File: src/hw/rtl/assert_macros.svh
// Assertion macros included by the top-level RTL file
`ifndef ASSERT_MACROS_SVH
`define ASSERT_MACROS_SVH

// same-cycle implication, checked outside reset
`define ASSERT_IMPL(lbl, ante, cons) \
  lbl: assert property (@(posedge clk) disable iff (!rst_n) (ante) |-> (cons)) \
    else $error("assertion failed: same-cycle implication");

// next-cycle implication, checked outside reset
`define ASSERT_NEXT(lbl, ante, cons) \
  lbl: assert property (@(posedge clk) disable iff (!rst_n) (ante) |=> (cons)) \
    else $error("assertion failed: next-cycle implication");

`endif

File: src/hw/rtl/dfa_pkg.sv
// Types, constants and tables of the flip-angle map pipeline
`default_nettype none
package dfa_pkg;

  localparam int SAMPLE_W        = 16;
  localparam int ANGLE_FRAC      = 16;
  localparam int CORDIC_STEPS    = 23;
  localparam int SQRT_STEPS      = 32;
  localparam int NORM_STAGES     = 6;
  localparam int XY_W            = 35;
  localparam int Z_W             = 25;
  localparam int OUT_W           = 15;
  localparam int REM_W           = 35;
  localparam int LANE_Y          = 0;
  localparam int LANE_X          = 1;
  localparam int RIGHT_ANGLE_Q16 = 90 * 65536;
  localparam logic [OUT_W-1:0] RIGHT_ANGLE_OUT = OUT_W'(23040);

  typedef struct packed {
    logic signed [SAMPLE_W-1:0] ste_re;
    logic signed [SAMPLE_W-1:0] ste_im;
    logic signed [SAMPLE_W-1:0] fid_re;
    logic signed [SAMPLE_W-1:0] fid_im;
  } in_t;

  typedef struct packed {
    logic [OUT_W-1:0] flip_angle;
    logic             fid_zero;
  } out_t;

  typedef enum logic [1:0] {
    KIND_CORDIC = 2'd0,
    KIND_FID_ZERO = 2'd1,
    KIND_ZERO = 2'd2,
    KIND_RIGHT = 2'd3
  } kind_t;

  typedef struct packed {
    logic  valid;
    kind_t kind;
  } tag_t;

  typedef struct packed {
    tag_t        tag;
    logic [63:0] a;
    logic [63:0] b;
  } norm_st_t;

  typedef struct packed {
    logic [63:0]      n;
    logic [REM_W-1:0] rem;
    logic [31:0]      root;
  } root_lane_t;

  typedef struct packed {
    tag_t                  tag;
    root_lane_t [1:0]      lane;
  } sqrt_st_t;

  typedef struct packed {
    tag_t                   tag;
    logic signed [XY_W-1:0] x;
    logic signed [XY_W-1:0] y;
    logic signed [Z_W-1:0]  z;
  } cordic_st_t;

  // atan(2^-i) in degrees, Q16
  function automatic logic signed [Z_W-1:0] atan_q16(input int i);
    logic signed [Z_W-1:0] v;
    case (i)
      0:  v = Z_W'(2949120);
      1:  v = Z_W'(1740967);
      2:  v = Z_W'(919879);
      3:  v = Z_W'(466945);
      4:  v = Z_W'(234379);
      5:  v = Z_W'(117304);
      6:  v = Z_W'(58666);
      7:  v = Z_W'(29335);
      8:  v = Z_W'(14668);
      9:  v = Z_W'(7334);
      10: v = Z_W'(3667);
      11: v = Z_W'(1833);
      12: v = Z_W'(917);
      13: v = Z_W'(458);
      14: v = Z_W'(229);
      15: v = Z_W'(115);
      16: v = Z_W'(57);
      17: v = Z_W'(29);
      18: v = Z_W'(14);
      19: v = Z_W'(7);
      20: v = Z_W'(4);
      21: v = Z_W'(2);
      22: v = Z_W'(1);
      default: v = '0;
    endcase
    return v;
  endfunction

endpackage
`default_nettype wire

File: src/hw/rtl/dfa_norm_cell.sv
// Normalizer cell: shifts both operands left by SHIFT when their top bits are clear
`default_nettype none
module dfa_norm_cell #(
  parameter int SHIFT = 32
) (
  input  logic              clk,
  input  logic              rst_n,
  input  logic              en,
  input  dfa_pkg::norm_st_t st_in,
  output dfa_pkg::norm_st_t st_out
);

  dfa_pkg::norm_st_t st_r, st_nxt;
  logic [63:0] m;

  always_comb begin
    m = st_in.a | st_in.b;
    st_nxt = st_in;
    if (m[63 -: SHIFT] == {SHIFT{1'b0}}) begin
      st_nxt.a = st_in.a << SHIFT;
      st_nxt.b = st_in.b << SHIFT;
    end
  end

  always_ff @(posedge clk) begin
    if (!rst_n) begin
      st_r.tag.valid <= 1'b0;
    end else if (en) begin
      st_r <= st_nxt;
    end
  end

  assign st_out = st_r;

endmodule
`default_nettype wire

File: config.mk
export PLATFORM = sky130hd
export DESIGN_NAME = dfa_norm_cell
export DESIGN_NICKNAME = d
export VERILOG_FILES = /design/src/hw/rtl/assert_macros.svh /design/src/hw/rtl/dfa_pkg.sv /design/src/hw/rtl/dfa_norm_cell.sv
export SDC_FILE = /design/constraint.sdc
export NUM_CORES = 1
export LEC_CHECK = 0
export ABC_AREA = 1
export BUFFER_PORTS_ARGS = -buffer_cell sky130_fd_sc_hd__buf_2
export CAP_MARGIN = 5
export CELL_PAD_IN_SITES_DETAIL_PLACEMENT = 1
export CELL_PAD_IN_SITES_GLOBAL_PLACEMENT = 1
export CORE_MARGIN = 3
export CORE_UTILIZATION = 33
export CTS_BUF_LIST = sky130_fd_sc_hd__clkbuf_8
export CTS_CLUSTER_SIZE = 20
export DETAILED_ROUTE_END_ITERATION = 7
export MAX_ROUTING_LAYER = met4
export PLACE_DENSITY = 0.76
export SYNTH_ARGS = -nofsm -noshare
export SYNTH_HDL_FRONTEND = slang
export SYNTH_SLANG_ARGS = --single-unit
File: constraint.sdc
create_clock -name clk -period 3.6 [get_ports clk]
set_input_delay 0.54 -clock clk [delete_from_list [all_inputs] [get_ports clk]]
set_output_delay 0.54 -clock clk [all_outputs]
set_load 0.01 [all_outputs]
* Word level (Yosys, flattened, before mapping)
Index checks and enable logic that the tools add are counted.
** Word-level totals
- Register bits :: 131
- Latch bits :: 0
- RAM bits :: 0
- ROM bits :: 0
- Word-level logic and storage cells :: 10
- Memories :: 0
** Cells by class
- $add $sub $neg :: 0
- Multipliers :: 0
- Divide/modulo/power cells :: 0
- Order comparisons :: 0
- Equal/unequal tests :: 0
- Shift-type cells :: 0
- Mux-type cells :: 1
- Bitwise logic cells :: 1
- Reduce and logical (&&, ||, !) cells :: 2
** Operators with widths (count)
- 2-to-1 mux 128 bit :: 1
- OR 64 bit :: 1
- zero test 32 bit :: 1
- AND reduction 2 bit :: 1

* Longest topological paths before layout
- Word-level depth :: 3
- Mapped depth :: 10
- Gate-level depth less buffers :: 7

* Worst setup path before layout
OpenSTA, ideal clock, no wires.
- Path type :: in2reg
- From :: in rst_n
- To :: reg st_r (netlist bit st_out[0]), enable pin
- Setup time :: 0.483 ns
- Data arrival time :: 3.080 ns
- Required time :: 3.117 ns
- Slack :: 0.037 ns
- Cell stages on the path :: 2
- Path buffers :: 0
- Cells stage by stage :: nand2_1 -> inv_1
** On the way
- Longest elaborated chain between the ends :: 1
** Ends and longest elaborated chain
- start, declared :: line dfa_norm_cell.sv:7 : input logic rst_n,
- AND reduction 2 bit (no source line)
- end signal, assigned :: line dfa_norm_cell.sv:29 : st_r <= st_nxt;
- end, declared :: line dfa_norm_cell.sv:13 : dfa_pkg::norm_st_t st_r, st_nxt;
No other way between the ends.
A chain may end at the register's enable or synchronous reset.

* Worst setup path in the final report
- From :: in st_in[41] (netlist name)
- To :: reg st_r (netlist bit st_out[88]) (data pin)
** On the way
- Longest elaborated chain between the ends :: 2
** Ends and longest elaborated chain
- start, declared :: line dfa_norm_cell.sv:9 : input dfa_pkg::norm_st_t st_in,
- OR 64 bit :: line dfa_norm_cell.sv:17 : m = st_in.a | st_in.b;
- zero test 32 bit :: line dfa_norm_cell.sv:19 : if (m[63 -: SHIFT] == {SHIFT{1'b0}}) begin
No other way between the ends.

==> results.json <==
{
  "p_total_w": 0.003510,
  "route.detailed.drc": 0,
  "dr.pass1.iters": 4,
  "ys_seq_elements": 131,
  "finClkSkew_ns": 0,
  "via_per_inst": 4.645,
  "syn_inst": 478,
  "crit_family": "buffers and inverters",
  "groute.usage.overall_pct": 17.85,
  "grt_pass1_vias": 4646,
  "finalWirelength_mm": 16.80,
  "hold_viol": 0,
  "clk_path_buf_depth": 2,
  "die-width_um": 137.9,
  "clkLatencyLatePin_ns": 0.43,
  "setup.worst_path.start": "st_in[41]",
  "crit_chain": "buf_2 > nor2_1 > nand2_1 > nor2_1 > nand2_1 > nor2_4 > buf_4 > a21boi_0",
  "die_area_um2": 19010,
  "cts.sinks": 131,
  "vias": 4520,
  "area_growth_pct": 33.28,
  "ant_nets": 0,
  "period_minus_slack_ns": 2.005,
  "cts_tree": "built",
  "crit_fanout": 63,
  "worstMarginPinSlew_ns": 0.7158,
  "p_leak_nw": 3.357,
  "worstSetupPathType": "input port to flop",
  "yosysUniqueCellTypes": 17,
  "cts_resized": 0,
  "die_height_um": 137.9,
  "p_per_area_nw_per_um2": 459.0,
  "crit_arrival_ns": 2.15,
  "critPathLaunchType": "input port",
  "drv_cap": 0,
  "io_buffers": 264,
  "grt_max_degree": 67,
  "critical_path_buf_inv_count": 2,
  "core_area_um2": 16820,
  "largest_reg_flops": 131,
  "root_buffer": "clkbuf_8",
  "drt_iter0_markers": 184,
  "hold_buffers": 0,
  "rsz0062_at_grt": "false",
  "num-fill-cells": 1935,
  "fmax_ghz": 0.4987,
  "syn-cell-area_um2": 5738,
  "cts_setup_buffers": 0,
  "synth_nets": 612,
  "slew_viol_final": 0,
  "min_path_type": "input port to flop",
  "regToRegStartpoint": "st_out[130]",
  "syn_area_per_cell_um2": 12.00,
  "antenna_found_initial": 1,
  "ios": 265,
  "final_util_pct": 45.47,
  "hold_start": "st_in[128]",
  "crit_required_ns": 3.74,
  "peakVddDrop_mv": 0.2488,
  "start_util_pct": 34.12,
  "num_rows": 47,
  "cp_slowest_cell": "buf_4",
  "slowest_delay_ns": 0.55,
  "place_congestion": 0.7898,
  "grt_pass1_wl_mm": 24.67,
  "fin_nets": 873,
  "grt-ovfl-total": 0,
  "yosysSeqAreaShare_pct": 68.38,
  "setup.worst_path.end_class": "flop",
  "status": "completed",
  "fin_hold_ws_ns": 0.2843,
  "clkTransAtPathRegs_ns": 0.08,
  "ys_warn_count": 0,
  "wl_per_cell_um": 17.26,
  "post-route-period-util_pct": 55.70,
  "setup_viol": 0,
  "numCtsBuffers": 17,
  "dp_hpwl_mm": 12.59,
  "htree_levels": 4,
  "relSlewSlack_pct": 52.28,
  "finalSetupTns_ns": 0,
  "drive_above_1_share_pct": 42.95
}
cells in the final DEF, fill, tap and decap left out:
master and count:
buf_2 264, edfxtp_1 130, nand2_1 81, inv_1 65, a21boi_0 57, nand3_1 48, nor2_1 36, nand3_2 20
clkbuf_8 17, a21boi_1 7, buf_4 5, clkinvlp_4 4, bufinv_16 4, clkinv_2 3, nor2_4 2, clkinv_1 2
clkinv_4 2, diode_2 1, inv_4 1, o21ai_0 1, a21oi_1 1, buf_12 1, dfxtp_1 1
power breakdown:
group / internal, W / total (W) / switching, W
Sequential: 0.00179 / 0.00182 / 0.0000256
Combinational: 0.000152 / 0.000359 / 0.000207
Clock: 0.000747 / 0.00134 / 0.000589
Total: 0.00269 / 0.00351 / 0.000821
stage by stage:
stage / instance area [um2] / setup slack (ns) / instances
finish: 7647 / 1.595 / 973
global route: 7647 / 1.424 / 973
CTS: 7645 / 1.516 / 972
detailed placement: 7221 / 1.034 / 940
global placement: 7221 / 1.135 / 940
floorplan: 5738 / 0.03687 / 478
area by class of cell:
type	instances	area [um2]	area share [%]
inverters	66	250.2	3.272
clock inverters	15	190.2	2.487
multi-input cells	253	1393	18.21
well taps	220	275.3	3.599
repair buffers	270	1379	18.03
diodes	1	2.502	0.03272
flip-flops and latches	131	3924	51.31
clock buffers	17	234.0	3.060
layer usage:
| metal | part of all wire, % | wire length, um | GRT usage, % |
|---|---|---|---|
| met5 | 0 | 0 | - |
| met4 | 1.8 | 306 | 6.476 |
| met3 | 8.2 | 1381 | 5.624 |
| met2 | 51 | 8591 | 29.75 |
| met1 | 39 | 6516 | 20.33 |
Yosys cell counts:
| cell type | count | share of area, % |
|---|---|---|
| nand3_1 | 48 | 4.2 |
| a21oi_1 | 1 | 0.087 |
| nor2_1 | 37 | 2.4 |
| nand2_1 | 81 | 5.3 |
| buf_4 | 3 | 0.39 |
| nand3_2 | 20 | 3.5 |
| a21boi_1 | 7 | 0.92 |
| a21boi_0 | 57 | 7.5 |
| o21ai_0 | 1 | 0.087 |
| buf_2 | 21 | 1.8 |
| buf_12 | 2 | 0.70 |
| dfxtp_1 | 1 | 0.35 |
| buf_8 | 1 | 0.26 |
| nor2_2 | 1 | 0.11 |
| inv_1 | 66 | 4.3 |
| clkbuf_1 | 1 | 0.065 |
| edfxtp_1 | 130 | 68 |
worst reg2reg max path, stage by stage, from the launching register on:
cell and delay, ns:
dfxtp_1 0.31, o21ai_0 0.15, a21oi_1 0.05
kinds of logic (layout without fill, tap and decap cells):
group	after synthesis	in the layout	share of synthesized area [%]
buffers and inverters	94	368	7.566
AOI/OAI and AO/OA	66	66	8.548
DFF	131	131	68.38
other	0	1	0
and+or+nand+nor	187	187	15.50
worst paths after layout:
check / end / slack, ns / depth (start not counted)
hold / removal: st_out[128] / 0.28 / 1
setup / recovery: st_out[88] / 1.59 / 8
hold reg to reg: st_out[130] / 0.54 / 2
setup reg to reg: st_out[130] / 2.98 / 2
Note: power is estimated with default switching activity, not from simulation.
