$ cat config.mk
export PLATFORM = sky130hd
export DESIGN_NAME = dfa_cordic_cell
export DESIGN_NICKNAME = d
export VERILOG_FILES = /design/src/hw/rtl/assert_macros.svh /design/src/hw/rtl/dfa_pkg.sv /design/src/hw/rtl/dfa_cordic_cell.sv
export SDC_FILE = /design/constraint.sdc
export NUM_CORES = 1
export LEC_CHECK = 0
export ABC_AREA = 1
export BUFFER_PORTS_ARGS = -buffer_cell sky130_fd_sc_hd__buf_4
export CAP_MARGIN = 15
export CORE_MARGIN = 3
export CORE_UTILIZATION = 50
export CTS_CLUSTER_DIAMETER = 80
export CTS_CLUSTER_SIZE = 24
export DETAILED_ROUTE_END_ITERATION = 8
export PLACE_DENSITY = 0.7
export SYNTH_ARGS = -nofsm -noshare
export SYNTH_HDL_FRONTEND = slang
export SYNTH_SLANG_ARGS = --single-unit
$ cat constraint.sdc
create_clock -name clk -period 5.6 [get_ports clk]
set_clock_uncertainty 0.15 [all_clocks]
set_input_delay 1.12 -clock clk [delete_from_list [all_inputs] [get_ports clk]]
set_output_delay 1.12 -clock clk [all_outputs]
set_load 0.01 [all_outputs]
$ cat src/hw/rtl/assert_macros.svh
// Assertion macros included by the top-level RTL file
`ifndef ASSERT_MACROS_SVH
`define ASSERT_MACROS_SVH

// same-cycle implication, checked outside reset
`define ASSERT_IMPL(lbl, ante, cons) \
  lbl: assert property (@(posedge clk) disable iff (!rst_n) (ante) |-> (cons)) \
    else $error("assertion failed: same-cycle implication");

// next-cycle implication, checked outside reset
`define ASSERT_NEXT(lbl, ante, cons) \
  lbl: assert property (@(posedge clk) disable iff (!rst_n) (ante) |=> (cons)) \
    else $error("assertion failed: next-cycle implication");

`endif

$ cat src/hw/rtl/dfa_pkg.sv
// Types, constants and tables of the flip-angle map pipeline
`default_nettype none
package dfa_pkg;

  localparam int SAMPLE_W        = 16;
  localparam int ANGLE_FRAC      = 16;
  localparam int CORDIC_STEPS    = 23;
  localparam int SQRT_STEPS      = 32;
  localparam int NORM_STAGES     = 6;
  localparam int XY_W            = 35;
  localparam int Z_W             = 25;
  localparam int OUT_W           = 15;
  localparam int REM_W           = 35;
  localparam int LANE_Y          = 0;
  localparam int LANE_X          = 1;
  localparam int RIGHT_ANGLE_Q16 = 90 * 65536;
  localparam logic [OUT_W-1:0] RIGHT_ANGLE_OUT = OUT_W'(23040);

  typedef struct packed {
    logic signed [SAMPLE_W-1:0] ste_re;
    logic signed [SAMPLE_W-1:0] ste_im;
    logic signed [SAMPLE_W-1:0] fid_re;
    logic signed [SAMPLE_W-1:0] fid_im;
  } in_t;

  typedef struct packed {
    logic [OUT_W-1:0] flip_angle;
    logic             fid_zero;
  } out_t;

  typedef enum logic [1:0] {
    KIND_CORDIC = 2'd0,
    KIND_FID_ZERO = 2'd1,
    KIND_ZERO = 2'd2,
    KIND_RIGHT = 2'd3
  } kind_t;

  typedef struct packed {
    logic  valid;
    kind_t kind;
  } tag_t;

  typedef struct packed {
    tag_t        tag;
    logic [63:0] a;
    logic [63:0] b;
  } norm_st_t;

  typedef struct packed {
    logic [63:0]      n;
    logic [REM_W-1:0] rem;
    logic [31:0]      root;
  } root_lane_t;

  typedef struct packed {
    tag_t                  tag;
    root_lane_t [1:0]      lane;
  } sqrt_st_t;

  typedef struct packed {
    tag_t                   tag;
    logic signed [XY_W-1:0] x;
    logic signed [XY_W-1:0] y;
    logic signed [Z_W-1:0]  z;
  } cordic_st_t;

  // atan(2^-i) in degrees, Q16
  function automatic logic signed [Z_W-1:0] atan_q16(input int i);
    logic signed [Z_W-1:0] v;
    case (i)
      0:  v = Z_W'(2949120);
      1:  v = Z_W'(1740967);
      2:  v = Z_W'(919879);
      3:  v = Z_W'(466945);
      4:  v = Z_W'(234379);
      5:  v = Z_W'(117304);
      6:  v = Z_W'(58666);
      7:  v = Z_W'(29335);
      8:  v = Z_W'(14668);
      9:  v = Z_W'(7334);
      10: v = Z_W'(3667);
      11: v = Z_W'(1833);
      12: v = Z_W'(917);
      13: v = Z_W'(458);
      14: v = Z_W'(229);
      15: v = Z_W'(115);
      16: v = Z_W'(57);
      17: v = Z_W'(29);
      18: v = Z_W'(14);
      19: v = Z_W'(7);
      20: v = Z_W'(4);
      21: v = Z_W'(2);
      22: v = Z_W'(1);
      default: v = '0;
    endcase
    return v;
  endfunction

endpackage
`default_nettype wire

$ cat src/hw/rtl/dfa_cordic_cell.sv
// Vectoring CORDIC cell: one micro-rotation toward the x axis
`default_nettype none
module dfa_cordic_cell #(
  parameter int STEP = 0
) (
  input  logic                clk,
  input  logic                rst_n,
  input  logic                en,
  input  dfa_pkg::cordic_st_t st_in,
  output dfa_pkg::cordic_st_t st_out
);

  dfa_pkg::cordic_st_t st_r, st_nxt;
  logic signed [dfa_pkg::XY_W-1:0] xs, ys;
  logic signed [dfa_pkg::Z_W-1:0]  ang;
  logic y_pos;

  always_comb begin
    xs     = st_in.x >>> STEP;
    ys     = st_in.y >>> STEP;
    ang    = dfa_pkg::atan_q16(STEP);
    y_pos  = !st_in.y[dfa_pkg::XY_W-1] && (st_in.y != '0);
    st_nxt = st_in;
    if (y_pos) begin
      st_nxt.x = st_in.x + ys;
      st_nxt.y = st_in.y - xs;
      st_nxt.z = st_in.z + ang;
    end else begin
      st_nxt.x = st_in.x - ys;
      st_nxt.y = st_in.y + xs;
      st_nxt.z = st_in.z - ang;
    end
  end

  always_ff @(posedge clk) begin
    if (!rst_n) begin
      st_r.tag.valid <= 1'b0;
    end else if (en) begin
      st_r <= st_nxt;
    end
  end

  assign st_out = st_r;

endmodule
`default_nettype wire

* Yosys cells after proc, flatten, opt, wreduce, memory -nomap -nowiden
Cells that the tools add are included.
Storage, ports and cells: register bits 98, bits in latches 0, memory bits (writable) 0, ROM bits 0, bits of input ports 101, output and inout bits 98, word-level logic and storage cells 15, memories 0
Cells by class: add/sub/neg operators 5, multiply operators 0, divide/modulo/power cells 0, order comparisons 0, equality and inequality tests 0, shift operators 0, muxes and demuxes 1, bitwise operators 0, reduce and logical (&&, ||, !) cells 4
Operator list (count):
- 95-bit two-way mux | 1
- 35-bit subtractor | 2
- 35-bit adder | 1
- 35-bit nonzero test | 1
- 25-bit by 23-bit adder with 25-bit output (second input constant) | 1
- 25-bit by 23-bit subtractor with 25-bit output (second input constant) | 1
- 2-bit AND reduction | 1
- 1-bit logical AND | 1
- 1-bit logical NOT | 1

* Depth between registers and ports, before layout
depth in word-level cells 3, mapped depth 17, depth with buffers taken out 16

* Worst setup path before layout
No wires, ideal clock.
path type input port to flip-flop, from in rst_n, to reg st_r, in the netlist st_out[0], enable pin, setup time 0.450 ns, arrival time 3.012 ns, data required time 5.000 ns, setup slack 1.989 ns, stages on the path 2, cell sequence nand2_1 -> inv_1
Between the ends: cells in the longest elaborated chain, start to end 1
RTL lines:
- from (decl) | RTL line dfa_cordic_cell.sv:7 | input logic rst_n,
- 2-bit AND reduction (no source line)
- to (signal assigned) | RTL line dfa_cordic_cell.sv:39 | st_r <= st_nxt;
- to (decl) | RTL line dfa_cordic_cell.sv:13 | dfa_pkg::cordic_st_t st_r, st_nxt;
No other way between the ends. A chain may end at the register's enable or synchronous reset.

==> results.md <==
* Netlist cell types at 40
* Worst rel slew slack at 0.455
* Mapped Area at 11100 um^2
* Total CTS buffers at 9
* Diode count at 0
* H-tree levels at 3
* Largest net degree at the start of global routing at 71
* Routed Antenna Nets at 0
* Max-slew violation count at 0
* YS warnings at 0
* Tot Pwr at 2.69 mW
* Routed wire length at 39300 um
* Worst Setup End Kind: flop
* Most common cell in the netlist: nand2_1
* Die width at 155 um
* Port buffer count at 198
* DR vias at 11917
* Final Hold Vio Count at 0
* Area grow syn2layout at 16.4%
* Number of flip-flops in the largest register at 97
* Mapped Avg Cell Area at 6.55 um^2
* Peak supply drop at 0.135 mV
* Boundary pin count at 199
* Setup violations, final at 0
* Resized cells post-CTS at 0
* Ys flop type: edfxtp_1
* Nets at 2074
* Initial Util at 0.518
* Setup bufs post-CTS at 0
* RSZ-0062 raised after global routing: no
* Synth area leaders: edfxtp_1 26%, nand2_1 17%, ha_1 12%
* Max cap viols at 0
* Kind of critical path: input pin to flop
* Status: completed
* Seq/Total Area, Yosys at 0.262
* WP data required at 5570 ps
* Routability congestion estimate at 0.992
* Largest family of logic cells by synthesized area: simple AND/OR/NAND/NOR gates
* Max clock buf depth at 2
* Residual DRC at 0
* Post-DP HPWL at 33000 um
* Startpoint Class: input pin
* Final min period at 3650 ps
* Fraction of layout cells with a size suffix above 1 at 0.140
* Multiplexer share of the synthesized area at 0
* TritonRoute pass-1 iters at 7
* Post-synth top area share at 0.260
* CTS sink cnt at 97
* Crit path DAT at 3620 ps
* Global route total overflow at 0
* Syn nets at 1908
* Die area at 24000 um^2
* Leak at 6.69 nW
* First-pass GRT wire length at 59600 um
* Post-synth ARST share at 0
* Synth cell count leaders: 506 x nand2_1, 272 x inv_1, 156 x nand3_1
* Worst Hold Class: flop to flop
* Largest area contributor in the netlist: edfxtp_1
* Maximum fanout along the worst path at 7
* Iter 0 DRT Violations at 1290
* Vias in the first global route at 10959
* TritonCTS clock tree: done
* Root Driver: clkbuf_16
* Simple-gate share of the synthesized area at 0.331
* Drt wl/cell at 18.4 um
* Die Height at 155 um
* Tcrit/Tclk final at 0.653
* Post-Synth XOR/XNOR Area at 0.0355
* Total GRT Usage at 0.320
* Worst skew pair latency at 360 ps
* CTS Hold Bufs at 0
* Cell row count at 53
* Synthesized-area fraction occupied by adder cells at 0.130
* Actual slew at the worst max-slew pin at 818 ps
* Post-route setup TNS at 0 ps
* CTS clk-pin slew, worst paths at 70 ps
* Initial antenna violation count at 0
* Vias per inst at 5.57
* Post-synth EDFFs at 96
* Core Region at 21400 um^2
* # fillers at 2160
* Fmax at 274 MHz
* Post-synthesis compound-gate area fraction at 0.118
* Yosys reg bits at 97
* Pwr/cell area at 209 nW/um^2
* Mapped Cells at 1694
-- cells in the final DEF, fill, tap and decap left out, types with 2 or more instances in the layout --
| cell type | count |
|---|---|
| nor2_1 | 133 |
| nand3_1 | 156 |
| o211ai_1 | 2 |
| inv_1 | 271 |
| a21oi_2 | 2 |
| and2_1 | 4 |
| nor3_2 | 3 |
| a21oi_1 | 115 |
| clkbuf_16 | 9 |
| o21bai_1 | 17 |
| xor2_1 | 45 |
| clkinvlp_4 | 2 |
| o21ai_2 | 4 |
| inv_6 | 2 |
| buf_4 | 201 |
| nor4_2 | 2 |
| fa_1 | 4 |
| o21ai_0 | 92 |
| nor3_1 | 10 |
| edfxtp_1 | 96 |
| a31oi_1 | 2 |
| nand3_2 | 2 |
| ha_1 | 109 |
| nand3b_1 | 4 |
| nor2_2 | 12 |
| nand4_1 | 25 |
| nand2_2 | 10 |
| inv_2 | 7 |
| o21ai_1 | 4 |
| clkinv_2 | 2 |
| nand2_1 | 506 |
-- power breakdown --
| part | internal (mW) | switching (mW) |
|---|---|---|
| clock network | 0.307 | 0.311 |
| registers | 0.896 | 0.0242 |
| logic | 0.396 | 0.758 |
-- layer usage --
| metal | wire length (um) | share of wire | global-route usage | up-vias |
|---|---|---|---|---|
| met1 | 17500 | 0.45 | 0.478 | 5430 |
| met3 | 4380 | 0.11 | 0.0573 | 62 |
| met2 | 16300 | 0.42 | 0.477 | 667 |
| met5 | 0 | 0 | 0 | - |
| li1 | - | - | - | 5758 |
| met4 | 1030 | 0.026 | 0.0820 | 0 |
-- per-stage QoR --
step	hold WS [ps]	utilization	cell area [um^2]	instances	setup slack, ps
6_report	459	0.603	12900	2140	1950
3_5_place_dp	454	0.590	12600	2124	1610
3_3_place_gp	374	0.590	12600	2124	1630
4_1_cts	472	0.603	12900	2140	1970
2_1_floorplan	405	-	11100	1694	1990
5_1_grt	484	0.603	12900	2140	1850
-- kinds of logic (layout without fill, tap and decap cells) --
group / Yosys count / after routing
compound gates: 244 / 244
xor+xnor: 45 / 45
fa+ha+maj: 113 / 113
buf+inv: 326 / 497
flops: 97 / 97
simple gates: 869 / 869
-- worst paths after layout --
| check | cells after the start | slack, ps | to | start |
|---|---|---|---|---|
| setup / recovery | 15 | 1950 | st_out[24]$_DFFE_PP_ | st_in[57] |
| hold reg to reg | 2 | 460 | st_out[97]$_SDFFE_PN0P_ | st_out[97]$_SDFFE_PN0P_ |
| setup reg to reg | 2 | 4760 | st_out[97]$_SDFFE_PN0P_ | st_out[97]$_SDFFE_PN0P_ |
| hold / removal | 2 | 460 | st_out[97]$_SDFFE_PN0P_ | st_out[97]$_SDFFE_PN0P_ |
-- critical path: stages --
cell and delay, ps:
buf_4 120, inv_2 70, nand4_1 110, nor3_1 400, nand4_1 330, nand2_2 260
inv_2 90, ha_1 340, inv_1 90, o21ai_0 70, a221oi_1 250, and2_0 220
inv_1 50, nand2_1 60, nand2_1 40
-- layout make-up --
class                   instances  area [um^2]  area share
multi-input cells            1271         6820       0.528
flip-flops and latches         97         2900       0.225
repair buffers                201         1510       0.117
inverters                     280         1050      0.0816
well taps                     275          344      0.0267
clock buffers                   9          225      0.0175
clock inverters                 7         53.8     0.00417
(Power assumes the default switching activity.)
