--- config.mk ---
export PLATFORM = sky130hd
export DESIGN_NAME = dfa_sqrt_cell
export DESIGN_NICKNAME = d
export VERILOG_FILES = /design/src/hw/rtl/assert_macros.svh /design/src/hw/rtl/dfa_pkg.sv /design/src/hw/rtl/dfa_sqrt_cell.sv
export SDC_FILE = /design/constraint.sdc
export NUM_CORES = 1
export LEC_CHECK = 0
export BUFFER_PORTS_ARGS = -buffer_cell sky130_fd_sc_hd__buf_2
export CELL_PAD_IN_SITES_DETAIL_PLACEMENT = 0
export CELL_PAD_IN_SITES_GLOBAL_PLACEMENT = 1
export CORE_MARGIN = 8
export CORE_UTILIZATION = 35
export CTS_CLUSTER_DIAMETER = 200
export CTS_CLUSTER_SIZE = 30
export DETAILED_ROUTE_END_ITERATION = 6
export PLACE_DENSITY_LB_ADDON = 0.1
export SLEW_MARGIN = 20
export SYNTH_ARGS = -nofsm -noshare
export SYNTH_HDL_FRONTEND = slang
export SYNTH_SLANG_ARGS = --single-unit
--- constraint.sdc ---
create_clock -name clk -period 9.3 [get_ports clk]
set_clock_uncertainty 0.2 [all_clocks]
set_input_delay 0.93 -clock clk [delete_from_list [all_inputs] [get_ports clk]]
set_output_delay 0.93 -clock clk [all_outputs]
set_load 0.1 [all_outputs]
--- src/hw/rtl/assert_macros.svh ---
// Assertion macros included by the top-level RTL file
`ifndef ASSERT_MACROS_SVH
`define ASSERT_MACROS_SVH

// same-cycle implication, checked outside reset
`define ASSERT_IMPL(lbl, ante, cons) \
  lbl: assert property (@(posedge clk) disable iff (!rst_n) (ante) |-> (cons)) \
    else $error("assertion failed: same-cycle implication");

// next-cycle implication, checked outside reset
`define ASSERT_NEXT(lbl, ante, cons) \
  lbl: assert property (@(posedge clk) disable iff (!rst_n) (ante) |=> (cons)) \
    else $error("assertion failed: next-cycle implication");

`endif

--- src/hw/rtl/dfa_pkg.sv ---
// Types, constants and tables of the flip-angle map pipeline
`default_nettype none
package dfa_pkg;

  localparam int SAMPLE_W        = 16;
  localparam int ANGLE_FRAC      = 16;
  localparam int CORDIC_STEPS    = 23;
  localparam int SQRT_STEPS      = 32;
  localparam int NORM_STAGES     = 6;
  localparam int XY_W            = 35;
  localparam int Z_W             = 25;
  localparam int OUT_W           = 15;
  localparam int REM_W           = 35;
  localparam int LANE_Y          = 0;
  localparam int LANE_X          = 1;
  localparam int RIGHT_ANGLE_Q16 = 90 * 65536;
  localparam logic [OUT_W-1:0] RIGHT_ANGLE_OUT = OUT_W'(23040);

  typedef struct packed {
    logic signed [SAMPLE_W-1:0] ste_re;
    logic signed [SAMPLE_W-1:0] ste_im;
    logic signed [SAMPLE_W-1:0] fid_re;
    logic signed [SAMPLE_W-1:0] fid_im;
  } in_t;

  typedef struct packed {
    logic [OUT_W-1:0] flip_angle;
    logic             fid_zero;
  } out_t;

  typedef enum logic [1:0] {
    KIND_CORDIC = 2'd0,
    KIND_FID_ZERO = 2'd1,
    KIND_ZERO = 2'd2,
    KIND_RIGHT = 2'd3
  } kind_t;

  typedef struct packed {
    logic  valid;
    kind_t kind;
  } tag_t;

  typedef struct packed {
    tag_t        tag;
    logic [63:0] a;
    logic [63:0] b;
  } norm_st_t;

  typedef struct packed {
    logic [63:0]      n;
    logic [REM_W-1:0] rem;
    logic [31:0]      root;
  } root_lane_t;

  typedef struct packed {
    tag_t                  tag;
    root_lane_t [1:0]      lane;
  } sqrt_st_t;

  typedef struct packed {
    tag_t                   tag;
    logic signed [XY_W-1:0] x;
    logic signed [XY_W-1:0] y;
    logic signed [Z_W-1:0]  z;
  } cordic_st_t;

  // atan(2^-i) in degrees, Q16
  function automatic logic signed [Z_W-1:0] atan_q16(input int i);
    logic signed [Z_W-1:0] v;
    case (i)
      0:  v = Z_W'(2949120);
      1:  v = Z_W'(1740967);
      2:  v = Z_W'(919879);
      3:  v = Z_W'(466945);
      4:  v = Z_W'(234379);
      5:  v = Z_W'(117304);
      6:  v = Z_W'(58666);
      7:  v = Z_W'(29335);
      8:  v = Z_W'(14668);
      9:  v = Z_W'(7334);
      10: v = Z_W'(3667);
      11: v = Z_W'(1833);
      12: v = Z_W'(917);
      13: v = Z_W'(458);
      14: v = Z_W'(229);
      15: v = Z_W'(115);
      16: v = Z_W'(57);
      17: v = Z_W'(29);
      18: v = Z_W'(14);
      19: v = Z_W'(7);
      20: v = Z_W'(4);
      21: v = Z_W'(2);
      22: v = Z_W'(1);
      default: v = '0;
    endcase
    return v;
  endfunction

endpackage
`default_nettype wire

--- src/hw/rtl/dfa_sqrt_cell.sv ---
// Square-root cell: one result bit of two restoring square roots
`default_nettype none
module dfa_sqrt_cell (
  input  logic              clk,
  input  logic              rst_n,
  input  logic              en,
  input  dfa_pkg::sqrt_st_t st_in,
  output dfa_pkg::sqrt_st_t st_out
);

  dfa_pkg::sqrt_st_t st_r, st_nxt;
  logic [1:0][dfa_pkg::REM_W-1:0] rs;
  logic [1:0][dfa_pkg::REM_W-1:0] trial;
  logic [1:0] ge;

  always_comb begin
    st_nxt = st_in;
    for (int l = 0; l < 2; l++) begin
      rs[l]    = {st_in.lane[l].rem[dfa_pkg::REM_W-3:0], st_in.lane[l].n[63:62]};
      trial[l] = {1'b0, st_in.lane[l].root, 2'b01};
      ge[l]    = rs[l] >= trial[l];
      st_nxt.lane[l].n    = {st_in.lane[l].n[61:0], 2'b00};
      st_nxt.lane[l].rem  = ge[l] ? rs[l] - trial[l] : rs[l];
      st_nxt.lane[l].root = {st_in.lane[l].root[30:0], ge[l]};
    end
  end

  always_ff @(posedge clk) begin
    if (!rst_n) begin
      st_r.tag.valid <= 1'b0;
    end else if (en) begin
      st_r <= st_nxt;
    end
  end

  assign st_out = st_r;

endmodule
`default_nettype wire

# After elaboration in Yosys (flattened, before gate mapping)

Index checks and enable logic that the tools add are counted.

Flip-flop bits (word level): 261
Bits of input ports: 268
Output and inout port bits: 265
Logic and storage cells: 15

$add $sub $neg: 2
Order comparisons: 2
Mux-type cells: 2
Reductions and logical operators: 1

Operators with widths:

| cell                                             | count |
|---|---|
| 35-bit by 34-bit >= comparator with 1-bit output | 2 |
| 35-bit 2-to-1 mux                                | 2 |
| 35-bit by 34-bit subtractor with 35-bit output   | 2 |
| 2-bit AND reduction                              | 1 |

# Logic depth before layout (Yosys ltp)

Depth after elaboration: 2
Depth in mapped cells: 14
Gate-level depth less buffers: 11

# Worst setup path before layout

Ideal clock, no wire load.

Path type: input port to flip-flop
From: input en
To: register st_r (netlist bit st_out[0]), enable pin
Library setup time: 0.653 ns
Data arrival time: 6.805 ns
Required time: 8.447 ns
Path slack: 1.643 ns
Stages on the path: 1
Buffers on the path: 0
Cell sequence: and2_1

Longest elaborated chain between the ends: 1

RTL lines:

| element                       | line                | RTL |
|---|---|---|
| from (decl)                   | dfa_sqrt_cell.sv:6  | `input logic en,` |
| 2-bit AND reduction (no line) | -                   |  |
| to (signal assigned)          | dfa_sqrt_cell.sv:32 | `st_r <= st_nxt;` |
| to (decl)                     | dfa_sqrt_cell.sv:11 | `dfa_pkg::sqrt_st_t st_r, st_nxt;` |

No other way between the ends.
A chain may end at the register's enable or synchronous reset.

==> flow_metrics.tcl <==
set metrics [dict create \
    status "completed" \
    io_pins 533 \
    p_leak_nw 6.985 \
    arrival_ps 4250 \
    path_common_cell "a21oi_1" \
    clk_pin_slew_ps 120 \
    drcViolationCount 0 \
    cts_buffers 12 \
    finalCriticalPeriod_ps 4180 \
    num_vias 9596 \
    fillerInstances 3454 \
    crit_buf_inv 3 \
    cp_slowest_cell "a31oi_4" \
    powerDensity_nw_per_um2 201.7 \
    syn_inst 1010 \
    async_flop_share 0 \
    worstHoldPathType "flop to flop" \
    antenna_found_initial 11 \
    post_drt_wl_per_cell_um 20.86 \
    crit_start "st_in[143]" \
    die_h_um 205.3 \
    crit_path_cell_trace "buf_2 > inv_1 > ha_1 > a21oi_1 > o221ai_1 > a21oi_1 > a21bo_2 > a21oi_1 > o21ai_1 > a31oi_4 > buf_4 > mux2_2" \
    rows 69 \
    grt_pass1_vias 9668 \
    p_int_mw 1.902 \
    ys_ff_latch 261 \
    final_area_sq_um 16000 \
    regToRegStartpoint "st_out[264]" \
    p_sw_mw 1.326 \
    max_cap_viol_count 0 \
    grt_overflow 0 \
    avgSynthCellArea_sq_um 12.42 \
    io_buffers 524 \
    instances_no_fill 1988 \
    yosys_most_used_dff "edfxtp_1" \
    grt_pass1_wl_um 59190 \
    dr.pass1.iters 4 \
    synth_area_sq_um 12540 \
    avgViaCountPerCell 4.827 \
    nNetsFinal 1857 \
    hold_depth 2 \
    holdWs_ps 336.8 \
    start_util 0.3544 \
    crit_required_ps 9370 \
    drtIter0Drc 378 \
    dp_hpwl_um 34090 \
    final.period_utilization 0.4495 \
    crit_family "compound AO/OA/AOI/OAI gates" \
    fp.dieW_um 205.3 \
    worst_pin_slew_ps 1095 \
    ir_worst_vdd_mv 0.1411 \
    cts_root_buf "clkbuf_16" \
    max_stage_delay_ps 540 \
    power.share.clock 0.192 \
    rsz0062_at_grt "false" \
    cts_tree "built" \
    crit_type "primary input to flop" \
    cts_buffer_depth 3 \
    start_kind "primary input" \
    power_frac_comb 0.365 \
    reg2reg_depth 2 \
    worstPathMaxFanout 44 \
    fmax_mhz 239.2 \
    synth_edf_count 260 \
    hold_viol_final 0 \
    ys_seq_area_frac 0.6240 \
    gp_congestion 0.8055 \
    min_to "st_out[264]" \
    grt_max_degree 86 \
    swShare 0.4108 \
    relSlewSlack 0.2701 \
    cp-end-kind "flop" \
    largest_reg_flops 261 \
    post_cts_resized 0 \
    finalSetupViolCount 0 \
    detail-route-antenna-nets 0 \
    cts.sinks 261 \
    design.die.area_sq_um 42160 \
    drive_above_1_share 0.3702 \
    core-area_sq_um 35400 \
    power_frac_seq 0.442 \
    grtUsageTotal 0.1824 \
    wl_um 41470 \
    timing.final.ws_setup_ps 5120 \
    r2r_end "st_out[264]" \
    syn2layout_area_growth_pct 27.53 \
    hold_buffers 0 \
    final-max-slew-violation-count 0 \
    clkLatencyLatePin_ps 490 \
    placed_area_sq_um 15650 \
    dp_cells 1968 \
    hold_start "st_out[264]" \
    cts_setup_buffers 0 \
    pre_cts_ws_ps 4546 \
    yosys.cell_types.count 62 \
    yosys_warnings 0 \
    regToRegSetupSlack_ps 8500 \
    setup-tns-final_ps 0 \
    cts_max_level 1 \
]
==> tightest hold or removal path, stage by stage, from the launching register on <==
cell and delay, ps:
dfxtp_1 320, mux2i_1 120, nor2b_1 60
==> metal layers <==
layer / GRT usage / part of all wire / wire (um)
met1: 0.2163 / 0.39 / 16340
met3: 0.05054 / 0.078 / 3223
met2: 0.3298 / 0.51 / 21260
met4: 0.02987 / 0.014 / 575
met5: 0 / 0.0019 / 77
==> power groups by stage <==
stage | Clock, mW | Sequential, mW | Combinational, mW
3_5_place_dp | 0 | 1.46 | 1.19
4_1_cts | 0.652 | 1.43 | 1.19
5_1_grt | 0.684 | 1.44 | 1.24
6_report | 0.621 | 1.43 | 1.18
3_3_place_gp | 0 | 1.45 | 1.18
2_1_floorplan | 0 | 2.12 | 0.294
==> Yosys cell counts (9+ instances only) <==
library cell    n  area (sq um)
edfxtp_1      260          7807
nand2_1       103         386.6
o21ai_0        84         420.4
inv_1          83         311.6
ha_1           68         850.8
a21oi_1        65         325.3
a21o_1         40         300.3
xnor2_1        36         315.3
nor2_1         30         112.6
xor2_1         24         210.2
clkbuf_1       21         78.83
nand4_1        15         93.84
nand2b_1       13         81.33
nand3_1        13         65.06
nor2b_1        12         75.07
nor3_1         11         55.05
mux2_2          9         101.4
o211ai_1        9         67.56
==> per-stage QoR <==
stage | util | total power [mW]
after global routing | 0.4518 | 3.361
after CTS | 0.4515 | 3.269
final | 0.4520 | 3.227
after global placement | 0.4420 | 2.636
after floorplan | - | 2.411
after detailed placement | 0.4420 | 2.641
==> cells in the final DEF, fill, tap and decap left out, types with 8 or more instances in the layout <==
cell / netlist / routed
nor2b_1: 12 / 12
nor2_1: 30 / 30
nand2_1: 103 / 103
buf_2: 5 / 524
nand2b_1: 13 / 13
nor3_1: 11 / 11
inv_1: 83 / 83
and3_1: 8 / 8
clkbuf_16: 0 / 13
ha_1: 68 / 68
nand4_1: 15 / 15
o21ai_0: 84 / 84
o211ai_1: 9 / 9
a21o_1: 40 / 40
xnor2_1: 36 / 36
mux2_2: 9 / 9
a21oi_1: 65 / 65
nand3_1: 13 / 13
xor2_1: 24 / 24
edfxtp_1: 260 / 260
==> kinds of logic after synthesis <==
kind of cell / share of synthesized area
AO/OA/AOI/OAI: 0.1344
other: 0.0002989
XOR/XNOR: 0.04189
multiplexers: 0.01057
buffers and inverters: 0.03800
flip-flops: 0.6240
AND/OR/NAND/NOR: 0.08308
adder cells (fa/ha/maj): 0.06782
==> worst max-delay path by stage <==
| stage | to | slack [ps] | cells after the start |
|---|---|---|---|
| CTS | st_out[180] | 5090 | 12 |
| detailed placement | st_out[180] | 4550 | 12 |
| floorplan | st_out[0] | 1640 | 1 |
| finish | st_out[180] | 5120 | 12 |
| global route | st_out[184] | 4900 | 12 |
| global placement | st_out[180] | 4530 | 12 |
==> cell type report <==
type	instances	area (sq um)	area share
clock inverter	1	11.26	0.0007039
antenna	6	15.01	0.0009385
multi-input combinational	634	4270	0.2669
inverter	83	311.5	0.01947
sequential	261	7828	0.4893
timing repair buffer	529	2660	0.1663
tap	461	576.8	0.03606
clock buffer	13	325.3	0.02033
(Power assumes the default switching activity.)
